## config.mk

```make
export PLATFORM = sky130hd
export DESIGN_NAME = pid_cell
export DESIGN_NICKNAME = d
export VERILOG_FILES = /design/src/rtl/core/pid_pkg.sv /design/src/rtl/core/pid_cell.sv
export SDC_FILE = /design/constraint.sdc
export NUM_CORES = 1
export LEC_CHECK = 0
export ABC_AREA = 1
export BUFFER_PORTS_ARGS = -buffer_cell sky130_fd_sc_hd__buf_2
export CAP_MARGIN = 15
export CORE_MARGIN = 8
export CORE_UTILIZATION = 35
export DETAILED_ROUTE_END_ITERATION = 7
export PLACE_DENSITY = 0.67
export SKIP_CTS_REPAIR_TIMING = 1
export SLEW_MARGIN = 20
export SYNTH_ARGS = -nofsm -noshare
export SYNTH_HDL_FRONTEND = slang
export SYNTH_SLANG_ARGS = --single-unit
```

## constraint.sdc

```tcl
create_clock -name aclk -period 6.6 [get_ports aclk]
set_input_delay 0.99 -clock aclk [delete_from_list [all_inputs] [get_ports aclk]]
set_output_delay 0.99 -clock aclk [all_outputs]
set_load 0.05 [all_outputs]
```

## src/rtl/core/pid_pkg.sv

```systemverilog
// shared types, constants and helper functions for the personal id validator
// depends on nothing; imported by every module under rtl/core
package pid_pkg;

    localparam int PID_DIGITS = 13;
    localparam int PID_VAL_W  = 44;
    localparam int PID_DIG_W  = PID_DIGITS * 4;

    // 10^12 is the weight of the leading digit, 10^13 the full id range
    localparam logic [PID_VAL_W-1:0] PID_TOP_POW = 44'd1_000_000_000_000;
    localparam logic [PID_VAL_W-1:0] PID_ID_MOD  = 44'd10_000_000_000_000;

    localparam logic [9:0]  PID_PIVOT_RESET = 10'd18;
    localparam logic [11:0] PID_BASE_HI     = 12'd2000;
    localparam logic [11:0] PID_BASE_LO     = 12'd1000;

    // result status codes
    localparam logic [1:0] PID_ST_VALID    = 2'd0;
    localparam logic [1:0] PID_ST_BAD_DATE = 2'd1;
    localparam logic [1:0] PID_ST_REM_TEN  = 2'd2;
    localparam logic [1:0] PID_ST_MISMATCH = 2'd3;

    // one slot of the digit chain
    typedef struct packed {
        logic                 valid;
        logic [PID_VAL_W-1:0] rem;
        logic [PID_DIG_W-1:0] digits;
    } pid_stage_t;

    // one finished result
    typedef struct packed {
        logic [1:0]  status;
        logic [6:0]  birth_day;
        logic [6:0]  birth_month;
        logic [11:0] birth_year;
        logic [6:0]  region_code;
        logic        is_female;
        logic [3:0]  expected_check;
    } pid_result_t;

    // multiples of the leading digit weight
    function automatic logic [PID_VAL_W-1:0] pid_top_mult(input logic [3:0] m);
        logic [PID_VAL_W-1:0] res;
        case (m)
            4'd1:    res = PID_TOP_POW;
            4'd2:    res = 44'd2_000_000_000_000;
            4'd3:    res = 44'd3_000_000_000_000;
            4'd4:    res = 44'd4_000_000_000_000;
            4'd5:    res = 44'd5_000_000_000_000;
            4'd6:    res = 44'd6_000_000_000_000;
            4'd7:    res = 44'd7_000_000_000_000;
            4'd8:    res = 44'd8_000_000_000_000;
            4'd9:    res = 44'd9_000_000_000_000;
            default: res = '0;
        endcase
        return res;
    endfunction

    // days in a month, months outside 1..12 are screened before this
    function automatic logic [4:0] pid_month_len(input logic [3:0] month, input logic leap);
        logic [4:0] res;
        case (month)
            4'd2:                      res = leap ? 5'd29 : 5'd28;
            4'd4, 4'd6, 4'd9, 4'd11:   res = 5'd30;
            default:                   res = 5'd31;
        endcase
        return res;
    endfunction

endpackage

```

## src/rtl/core/pid_cell.sv

```systemverilog
// one cell of the digit chain: peels the leading decimal digit off the remainder
// depends on pid_pkg
module pid_cell (
    input  logic               aclk,
    input  logic               aresetn,
    input  logic               en,
    input  pid_pkg::pid_stage_t cell_in,
    output pid_pkg::pid_stage_t cell_out
);
    import pid_pkg::*;

    logic [3:0]           dig;
    logic [PID_VAL_W-1:0] low;
    logic [PID_VAL_W-1:0] low_x10;
    pid_stage_t           out_reg;

    // digit is the largest m with m * 10^12 <= rem
    always_comb begin
        dig = 4'd0;
        for (int m = 1; m <= 9; m++) begin
            if (cell_in.rem >= pid_top_mult(4'(m))) begin
                dig = 4'(m);
            end
        end
        low     = cell_in.rem - pid_top_mult(dig);
        low_x10 = (low << 3) + (low << 1);
    end

    always_ff @(posedge aclk) begin
        if (!aresetn) begin
            out_reg.valid <= 1'b0;
        end else if (en) begin
            out_reg.valid <= cell_in.valid;
        end
        if (en) begin
            out_reg.rem    <= low_x10;
            out_reg.digits <= {cell_in.digits[PID_DIG_W-5:0], dig};
        end
    end

    assign cell_out = out_reg;

endmodule

```

==> results.txt <==
----------------------------------------------------
[Synth]
  Number of cells produced by synthesis ... 1181
  Leading register cell type out of synthesis ... edfxtp_1
  Number of enable flip-flop cells after synthesis ... 95
  Distinct cell type count after synthesis ... 51
  Sequential fraction of the synthesis area ... 0.3297
  Leading post-synthesis cells by cell area ... edfxtp_1, nand2_1, ha_1
  Top cell type by total area after synthesis ... edfxtp_1
  Synthesis-stage register bit count ... 96
  Mapped Avg Cell Area ... 7.377 um2
  Syn Nets ... 1360
  Area share of the leading cell type in the synthesized netlist ... 0.3274
  Summed instance area of the synthesized netlist ... 0.008712 mm2
  Proportion of register bits with asynchronous set or reset after synthesis ... 0
  Total of warnings raised by yosys ... 0

[Layout]
  Share of post-route cells with drive strength above 1 ... 0.3084
  Final design utilization ... 0.4950
  Net count of the finished layout ... 1750
  Number of inserted diodes ... 0
  Area added between synthesis and finish ... 38.57%
  Max reg flops ... 96

[Clocking]
  TritonCTS clock tree ... yes
  Root buf cell ... clkbuf_16
  Clock Latency Late Sink ... 0.33 ns
  Clock slew at reported path FFs ... 0.07 ns
  H-tree levels ... 3
  Total clock buffers created by CTS ... 9
  Number of buffers on the longest clock path ... 2
  Total number of clock tree sinks ... 96

[Setup path]
  Critical path required time ... 6.68 ns
  Cell with the most instances on the worst path ... nand2_1
  Crit Path Max Fanout ... 4
  Kind of cell adding the most delay to the critical path ... simple AND/OR/NAND/NOR gates
  Endpoint class of the critical path ... flop
  Buffers plus inverters on the worst setup path ... 4
  Worst r2r src ... cell_out[96]$_SDFFE_PN0P_
  Signal arrival time at the worst endpoint ... 6.22 ns
  Crit-path slowest cell ... fa_1
  Launch point of the worst path ... cell_in[67]
  Worst setup SP type ... input port
  Setup CP Type ... input port to flop
  Maximum single-stage delay on the critical path ... 0.41 ns

[STA]
  Post-route clock skew ... 0 ns
  Setup slack of the critical path after layout ... 0.4627 ns
  Final period utilization ... 0.9299
  Worst Tran Pin Value ... 0.8838 ns
  Endpoints failing hold ... 0
  Final setup vio count ... 0
  Worst hold slack across all endpoints ... 0.5374 ns
  Post-layout minimum cycle time ... 6.137 ns
  Max Clock Freq ... 162.9 MHz
  Headroom to the max-slew limit ... 0.4108
  Max-slew violation count ... 0

[Power and ir drop]
  Worst VDD drop ... 192.5 uV
  Power Dens Cells ... 361.5 mW/mm2
  Static Leak ... 5.751 nW
  Overall power ... 4.364 mW

[Floorplan]
  Initial Utilization ... 0.3572
  Die boundary width ... 173.8 um
  Row Count ... 57
  IO Pins ... 197
  Die area ... 0.03020 mm2
  Core Region ... 0.02439 mm2
  Die H ... 173.8 um

[GRT]
  Global-route wire length before repair ... 44510 um
  Via count of the first global-routing pass ... 9294
  Overflow left after global routing ... 0
  Antenna violations before repair ... 0
  GR Util All Layers ... 0.1762
  Highest-utilization routing layer at the global route stage ... met2
  Grt met2 use ... 0.2975
  Met1 demand-to-capacity share in global routing ... 0.2245
  Met3 track utilization from global routing ... 0.03354
  Pin count of the biggest net entering global routing ... 75

[Route]
  Via density per instance ... 5.034
  Number of optimization iterations in the first detailed-route pass ... 5
  Number of DRC violations after detailed-routing iteration 0 ... 559
  Total wire length after detailed routing ... 27800 um
  Count of antenna-violating nets left after detailed routing ... 0
  DR vias ... 9564
  WL/cell ... 14.63 um
  Residual DRC count ... 0

[Run]
  # Max-Cap Violations ... 0

[Place]
  Half-perimeter wire length after detailed placement ... 23640 um
  Setup WS pre-CTS ... -0.2315 ns
  Count of buffers from port buffering ... 191
  Final GP Congestion ... 0.9160

[Worst hold path]
  Tightest Hold Check Type ... flop to flop
  Origin of the worst min-delay path ... cell_out[96]$_SDFFE_PN0P_

[Run status]
  Result of the run ... finished clean

----------------------------------------------------
power breakdown:
part	leakage, nW	switching (mW)	internal, mW	total, mW
Combinational	4.68	1.85	1.11	2.96
Clock	0.133	0.219	0.257	0.475
Sequential	0.938	0.0271	0.899	0.926
Yosys cell counts, drive strengths merged, types with 3 or more instances:
cell,instances
a211oi,4
edfxtp,95
o21bai,10
nand3,60
ha,77
and3,3
nor2,148
a31oi,14
a21oi,103
or2,5
xnor2,19
xor2,42
o211ai,6
o21ai,71
nand2,298
a21o,12
inv,138
nand4,16
and2,3
nor3,19
a21boi,4
nor4,15
o2111ai,3
cell usage in the layout, fill, tap and decap left out, types with 6 or more instances in the layout:
cell       instances
a21o_1            12
a21oi_1           91
a21oi_2           12
a31oi_1           14
buf_2            190
buf_4            191
clkbuf_16          9
edfxtp_1          95
ha_1              69
ha_4               8
inv_1            123
inv_2             15
nand2_1          285
nand2_2           11
nand3_1           58
nand4_1           16
nor2_1           133
nor2_2            13
nor3_1            15
nor4_1            10
o211ai_1           6
o21ai_0           60
o21ai_2            6
o21bai_1          10
xnor2_1           17
xor2_1            37
cells by family after synthesis:
| family | after synthesis | share of synthesized area |
|---|---|---|
| AO/OA/AOI/OAI | 233 | 0.1515 |
| XOR/XNOR | 61 | 0.06132 |
| buffers and inverters | 140 | 0.06089 |
| flip-flops | 96 | 0.3297 |
| AND/OR/NAND/NOR | 571 | 0.2809 |
| adder cells (fa/ha/maj) | 79 | 0.1152 |
| other | 1 | 0.0004304 |
metal layers:
layer	vias up	share of wire	wire length [um]
met5	-	0	0
met4	0	0.019	539
met3	32	0.067	1856
met2	353	0.46	12860
met1	4367	0.45	12540
li1	4812	-	-
final cells by class:
cell class / instances / area [um2]
clock buffer: 10 / 229.0
clock inverter: 6 / 43.79
fill: 2418 / 12320
inverter: 138 / 518.0
multi-input combinational: 945 / 5619
sequential: 96 / 2873
tap: 324 / 405.4
timing repair buffer: 381 / 2385
stage by stage:
| step | setup TNS, ns | instance area (um2) | cells |
|---|---|---|---|
| after floorplan | 0 | 8712 | 1181 |
| after global placement | -0.2422 | 11480 | 1883 |
| after detailed placement | -0.9885 | 11480 | 1883 |
| after CTS | 0 | 11760 | 1899 |
| after global routing | -0.04977 | 12070 | 1900 |
| final | 0 | 12070 | 1900 |
worst reg2reg max path: stages, from the launching register on:
cell and delay [ns]:
dfxtp_1 0.30, o21ai_0 0.15, a21oi_1 0.06
path summary, 6_finish.rpt:
kind,depth (start not counted),endpoint,slack [ns]
setup / recovery,40,cell_out[93]$_DFFE_PP_,0.46
setup reg to reg,2,cell_out[96]$_SDFFE_PN0P_,5.94
hold reg to reg,2,cell_out[96]$_SDFFE_PN0P_,0.54
hold / removal,2,cell_out[96]$_SDFFE_PN0P_,0.54
Power figures use the tool's default switching activity.
