### src/rtl/core/pid_pkg.sv
// shared types, constants and helper functions for the personal id validator
// depends on nothing; imported by every module under rtl/core
package pid_pkg;

    localparam int PID_DIGITS = 13;
    localparam int PID_VAL_W  = 44;
    localparam int PID_DIG_W  = PID_DIGITS * 4;

    // 10^12 is the weight of the leading digit, 10^13 the full id range
    localparam logic [PID_VAL_W-1:0] PID_TOP_POW = 44'd1_000_000_000_000;
    localparam logic [PID_VAL_W-1:0] PID_ID_MOD  = 44'd10_000_000_000_000;

    localparam logic [9:0]  PID_PIVOT_RESET = 10'd18;
    localparam logic [11:0] PID_BASE_HI     = 12'd2000;
    localparam logic [11:0] PID_BASE_LO     = 12'd1000;

    // result status codes
    localparam logic [1:0] PID_ST_VALID    = 2'd0;
    localparam logic [1:0] PID_ST_BAD_DATE = 2'd1;
    localparam logic [1:0] PID_ST_REM_TEN  = 2'd2;
    localparam logic [1:0] PID_ST_MISMATCH = 2'd3;

    // one slot of the digit chain
    typedef struct packed {
        logic                 valid;
        logic [PID_VAL_W-1:0] rem;
        logic [PID_DIG_W-1:0] digits;
    } pid_stage_t;

    // one finished result
    typedef struct packed {
        logic [1:0]  status;
        logic [6:0]  birth_day;
        logic [6:0]  birth_month;
        logic [11:0] birth_year;
        logic [6:0]  region_code;
        logic        is_female;
        logic [3:0]  expected_check;
    } pid_result_t;

    // multiples of the leading digit weight
    function automatic logic [PID_VAL_W-1:0] pid_top_mult(input logic [3:0] m);
        logic [PID_VAL_W-1:0] res;
        case (m)
            4'd1:    res = PID_TOP_POW;
            4'd2:    res = 44'd2_000_000_000_000;
            4'd3:    res = 44'd3_000_000_000_000;
            4'd4:    res = 44'd4_000_000_000_000;
            4'd5:    res = 44'd5_000_000_000_000;
            4'd6:    res = 44'd6_000_000_000_000;
            4'd7:    res = 44'd7_000_000_000_000;
            4'd8:    res = 44'd8_000_000_000_000;
            4'd9:    res = 44'd9_000_000_000_000;
            default: res = '0;
        endcase
        return res;
    endfunction

    // days in a month, months outside 1..12 are screened before this
    function automatic logic [4:0] pid_month_len(input logic [3:0] month, input logic leap);
        logic [4:0] res;
        case (month)
            4'd2:                      res = leap ? 5'd29 : 5'd28;
            4'd4, 4'd6, 4'd9, 4'd11:   res = 5'd30;
            default:                   res = 5'd31;
        endcase
        return res;
    endfunction

endpackage

### src/rtl/core/pid_eval.sv
// two-stage evaluation of the split digits: fields, date check, mod-11 check digit
// depends on pid_pkg
module pid_eval (
    input  logic                aclk,
    input  logic                aresetn,
    input  logic                en,
    input  logic [9:0]          pivot,
    input  pid_pkg::pid_stage_t eval_in,
    output logic                res_valid,
    output pid_pkg::pid_result_t res
);
    import pid_pkg::*;

    logic [3:0]  d [1:PID_DIGITS];
    logic [6:0]  day;
    logic [6:0]  month;
    logic [9:0]  y3;
    logic [6:0]  yy;
    logic        lo_century;
    logic [1:0]  cent_mod4;
    logic        leap;
    logic        month_ok;
    logic        date_ok;
    logic [8:0]  sum;

    logic        s1_valid_reg;
    logic [6:0]  s1_day_reg;
    logic [6:0]  s1_month_reg;
    logic [11:0] s1_year_reg;
    logic [6:0]  s1_region_reg;
    logic        s1_female_reg;
    logic        s1_date_ok_reg;
    logic [8:0]  s1_sum_reg;
    logic [3:0]  s1_last_reg;

    logic [15:0] q_prod;
    logic [5:0]  q_est;
    logic [8:0]  r_est;
    logic [3:0]  rem11;
    logic [3:0]  expected;
    logic [1:0]  status;

    logic        s2_valid_reg;
    pid_result_t s2_res_reg;

    always_comb begin
        for (int k = 1; k <= PID_DIGITS; k++) begin
            d[k] = eval_in.digits[(PID_DIGITS-k)*4 +: 4];
        end
        day   = 7'(d[1]) * 7'd10 + 7'(d[2]);
        month = 7'(d[3]) * 7'd10 + 7'(d[4]);
        y3    = 10'(d[5]) * 10'd100 + 10'(d[6]) * 10'd10 + 10'(d[7]);
        yy    = 7'(d[6]) * 7'd10 + 7'(d[7]);
        lo_century = (y3 < pivot);
        // century number is 20 + d5 or 10 + d5, so mod 4 is d5 or d5 + 2
        cent_mod4  = lo_century ? d[5][1:0] : (d[5][1:0] + 2'd2);
        leap = (yy == 7'd0) ? (cent_mod4 == 2'd0) : (yy[1:0] == 2'd0);
        month_ok = (month >= 7'd1) && (month <= 7'd12);
        date_ok  = month_ok && (day >= 7'd1)
                   && (day <= 7'(pid_month_len(month[3:0], leap)));
        sum = 9'd7 * (9'(d[1]) + 9'(d[7])) + 9'd6 * (9'(d[2]) + 9'(d[8]))
            + 9'd5 * (9'(d[3]) + 9'(d[9])) + 9'd4 * (9'(d[4]) + 9'(d[10]))
            + 9'd3 * (9'(d[5]) + 9'(d[11])) + 9'd2 * (9'(d[6]) + 9'(d[12]));
    end

    always_ff @(posedge aclk) begin
        if (!aresetn) begin
            s1_valid_reg <= 1'b0;
        end else if (en) begin
            s1_valid_reg <= eval_in.valid;
        end
        if (en) begin
            s1_day_reg     <= day;
            s1_month_reg   <= month;
            s1_year_reg    <= 12'(y3) + (lo_century ? PID_BASE_HI : PID_BASE_LO);
            s1_region_reg  <= 7'(d[8]) * 7'd10 + 7'(d[9]);
            s1_female_reg  <= (d[10] >= 4'd5);
            s1_date_ok_reg <= date_ok;
            s1_sum_reg     <= sum;
            s1_last_reg    <= d[PID_DIGITS];
        end
    end

    // sum mod 11: quotient estimate 93/1024 is at most one low
    always_comb begin
        q_prod = 16'(s1_sum_reg) * 16'd93;
        q_est  = q_prod[15:10];
        r_est  = s1_sum_reg - 9'(q_est) * 9'd11;
        rem11  = (r_est >= 9'd11) ? 4'(r_est - 9'd11) : r_est[3:0];
        // check digit is 11 - rem, with 11 and 10 shown as 0
        expected = (rem11 <= 4'd1) ? 4'd0 : (4'd11 - rem11);
        if (!s1_date_ok_reg) begin
            status = PID_ST_BAD_DATE;
        end else if (rem11 == 4'd1) begin
            status = PID_ST_REM_TEN;
        end else if (expected != s1_last_reg) begin
            status = PID_ST_MISMATCH;
        end else begin
            status = PID_ST_VALID;
        end
    end

    always_ff @(posedge aclk) begin
        if (!aresetn) begin
            s2_valid_reg <= 1'b0;
        end else if (en) begin
            s2_valid_reg <= s1_valid_reg;
        end
        if (en) begin
            s2_res_reg.status         <= status;
            s2_res_reg.birth_day      <= s1_day_reg;
            s2_res_reg.birth_month    <= s1_month_reg;
            s2_res_reg.birth_year     <= s1_year_reg;
            s2_res_reg.region_code    <= s1_region_reg;
            s2_res_reg.is_female      <= s1_female_reg;
            s2_res_reg.expected_check <= expected;
        end
    end

    assign res_valid = s2_valid_reg;
    assign res       = s2_res_reg;

endmodule

### config.mk
export PLATFORM = sky130hd
export DESIGN_NAME = pid_eval
export DESIGN_NICKNAME = d
export VERILOG_FILES = /design/src/rtl/core/pid_pkg.sv /design/src/rtl/core/pid_eval.sv
export SDC_FILE = /design/constraint.sdc
export NUM_CORES = 1
export LEC_CHECK = 0
export ABC_AREA = 1
export ABC_CLOCK_PERIOD_IN_PS = 10100
export BUFFER_PORTS_ARGS = -buffer_cell sky130_fd_sc_hd__buf_2
export CORE_MARGIN = 2
export CORE_UTILIZATION = 60
export CTS_BUF_LIST = sky130_fd_sc_hd__clkbuf_2
export DETAILED_ROUTE_END_ITERATION = 7
export PLACE_DENSITY_LB_ADDON = 0.05
export SLEW_MARGIN = 5
export SYNTH_ARGS = -nofsm -noshare
export SYNTH_HDL_FRONTEND = slang
export SYNTH_SLANG_ARGS = --single-unit
### constraint.sdc
create_clock -name aclk -period 10.1 [get_ports aclk]
set_input_delay 1.01 -clock aclk [delete_from_list [all_inputs] [get_ports aclk]]
set_output_delay 1.01 -clock aclk [all_outputs]
set_load 0.005 [all_outputs]
==> flow_summary.toml <==
[final_layout]
drive_gt1_share_pct = 14.47
stdcell_area_mm2 = 0.01022
finalNetCount = 1387
register_area_mm2 = 0.002683
largest_register_ffs = 40
areaGrowthSynthToFinish_pct = 10.04
multi_input_area_mm2 = 0.005759
n_fill_cell = 1255

[floorplan]
die_area_mm2 = 0.01649
num_rows = 45
dieWidth_um = 128.4
io_pins = 151
core_area_mm2 = 0.01515
fp.dieH_um = 128.4
start_util_pct = 61.31

[synth]
synth_top_area_share_pct = 28.46
synth_fa_ha_area_share_pct = 40.58
synth_edf_count = 88
syn_avg_cell_area_um2 = 10.24
netlist_top_cells_area = "edfxtp_1 (28%), ha_1 (23%), fa_1 (18%), inv_1 (9.0%), xor2_1 (4.5%)"
yosys.area_share.simple_pct = 10.20
syn_nets = 1269
synth_cells = 907
synth_compound_area_share_pct = 5.012
synth_top_family_by_area = "adder cells"
yosys.area.top_type = "edfxtp_1"
synth-seq-cells = 90
synthFlopType = "edfxtp_1"
yosysWarnings = 0
synth_cell_types = 42
async_reset_ff_share_pct = 0
syn_area_mm2 = 0.009286
synthMuxAreaShare_pct = 0
synth_xor_area_share_pct = 6.225
seq_area_frac_synth_pct = 28.89

[critical_path]
slowest_stage = "edfxtp_1"
reg2regPathDepth = 47
path_class = "flop to flop"
path_depth = 47
required_ns = 10.44
crit_arrival_ns = 8.70
crit_buf_inv = 9
worstSetupEndpointType = "flop"
crit_top_cell = "nand2_1"
r2r_slack_ns = 1.74
cp_max_fo = 9
worst_setup_path_start_kind = "flop"
path_delay_family = "adder cells"
max_stage_delay_ns = 0.62

[clock_network]
cts_root_buffer = "clkbuf_2"
cts_tree = "done"
cts_htree_levels = 3
cts.path.max_buffers = 2
cts_hold_buf = 0
path_clk_slew_ns = 0.28
cts_resized = 0
post-cts-setup-buffer-count = 0
clock_latency_ns = 0.56
cts_buffers = 9
clock-sinks = 90

[grt]
grt_max_degree = 84
use_met1_pct = 27.28
antenna_found_initial = 3
busiest_layer = "met2"
grtUsageTotal_pct = 21.93
use_met2_pct = 40.61
grt_use_met3_pct = 2.620
grt-ovfl-total = 0
grt_pass1_wl_um = 28380
grt_pass1_vias = 6219

[route]
dr_total_vias = 6211
remaining_drc_errors = 0
wl_um = 16620
first_pass_iters = 6
drtIter0Drc = 204
ant_nets = 0
viasPerCell = 5.091
avgRoutedWirePerCell_um = 13.62

[place]
hpwl_um = 14460
place_area_mm2 = 0.01006
port_buffers = 106
dp_slack_ns = 1.713
place_congestion = 0.8329

[timing]
max_freq_mhz = 119.6
min_period_ns = 8.359
setup_viol = 0
setup_ws_ns = 1.741
rsz0062_at_grt = "false"
tns_ns = 0
worst_pin_slew_ns = 1.005
skew_ns = 0.02852
slew_violations = 0
finalHoldViolations = 0
slew_headroom_pct = 32.99
post-route-period-util_pct = 82.77

[job]
maxCapViolations = 0

[worst_hold_path]
min_path_cells = 0
hold_class = "flop to flop"

[run_status]
run_status = "completed"
[cell usage in the layout, fill, tap and decap left out, drive strengths merged, types with 2 or more instances in the layout]
| cell type | Yosys | routed |
|---|---|---|
| a211oi | 2 | 2 |
| a21boi | 2 | 2 |
| a21o | 2 | 2 |
| a21oi | 37 | 37 |
| a31oi | 2 | 2 |
| and3 | 2 | 2 |
| buf | 0 | 107 |
| bufinv | 0 | 2 |
| clkbuf | 0 | 10 |
| clkinv | 1 | 3 |
| dfxtp | 2 | 2 |
| diode | 0 | 2 |
| edfxtp | 88 | 88 |
| fa | 82 | 82 |
| ha | 170 | 170 |
| inv | 224 | 225 |
| nand2 | 105 | 105 |
| nand3 | 41 | 41 |
| nand4 | 9 | 9 |
| nor2 | 25 | 25 |
| nor3 | 8 | 8 |
| o2111ai | 2 | 2 |
| o211ai | 4 | 4 |
| o21ai | 15 | 15 |
| o21bai | 7 | 7 |
| o31ai | 2 | 2 |
| or2 | 2 | 2 |
| xnor2 | 18 | 18 |
| xor2 | 48 | 48 |
[logic make-up (layout without fill, tap and decap cells)]
kind of cell,after synthesis,after routing
adder cells (fa/ha/maj),252,252
buffers and inverters,225,348
AND/OR/NAND/NOR,196,196
flip-flops,90,90
AO/OA/AOI/OAI,78,78
XOR/XNOR,66,66
other,0,2
[cell usage after synthesis, types with 4 or more instances]
master,number
o21ai_0,14
nand3_1,35
nand4_1,8
ha_1,170
nand3_2,4
a21oi_1,36
xor2_1,48
o211ai_1,4
edfxtp_1,88
nand2_1,96
inv_1,223
nand2_2,7
o21bai_1,7
xnor2_1,18
fa_1,82
nor2_1,21
nor3_1,8
[through the flow]
| stage | util, % | hold slack, ns | std cells |
|---|---|---|---|
| floorplan | - | 0.4003 | 907 |
| global placement | 66.44 | 0.4006 | 1202 |
| detailed placement | 66.44 | 0.4045 | 1202 |
| CTS | 67.43 | 0.4180 | 1218 |
| global route | 67.47 | 0.4360 | 1220 |
| finish | 67.47 | 0.4217 | 1220 |
[routing by layer]
layer  up-vias  part of all wire [%]
met1      2923                    44
met3        18                   2.8
met5         -                 0.084
met2        93                    52
li1       3175                     -
met4         2                   1.3
[area by class of cell]
| cell class | instances | share of cell area, % |
|---|---|---|
| multi-input cells | 592 | 56.36 |
| flip-flops and latches | 90 | 26.25 |
| inverters | 225 | 8.265 |
| repair buffers | 107 | 5.290 |
| well taps | 188 | 2.302 |
| clock inverters | 6 | 0.9918 |
| clock buffers | 10 | 0.4898 |
| diodes | 2 | 0.04898 |
[worst paths after layout]
kind                   to      startpoint
setup / recovery  res[39]   s1_sum_reg[2]
hold / removal    res[21]  s1_year_reg[9]
setup reg to reg  res[39]   s1_sum_reg[2]
hold reg to reg   res[21]  s1_year_reg[9]
Power is left out: the tool's default activity adds up to more than one toggle a clock period on the data nets, which glitch-free logic cannot reach.
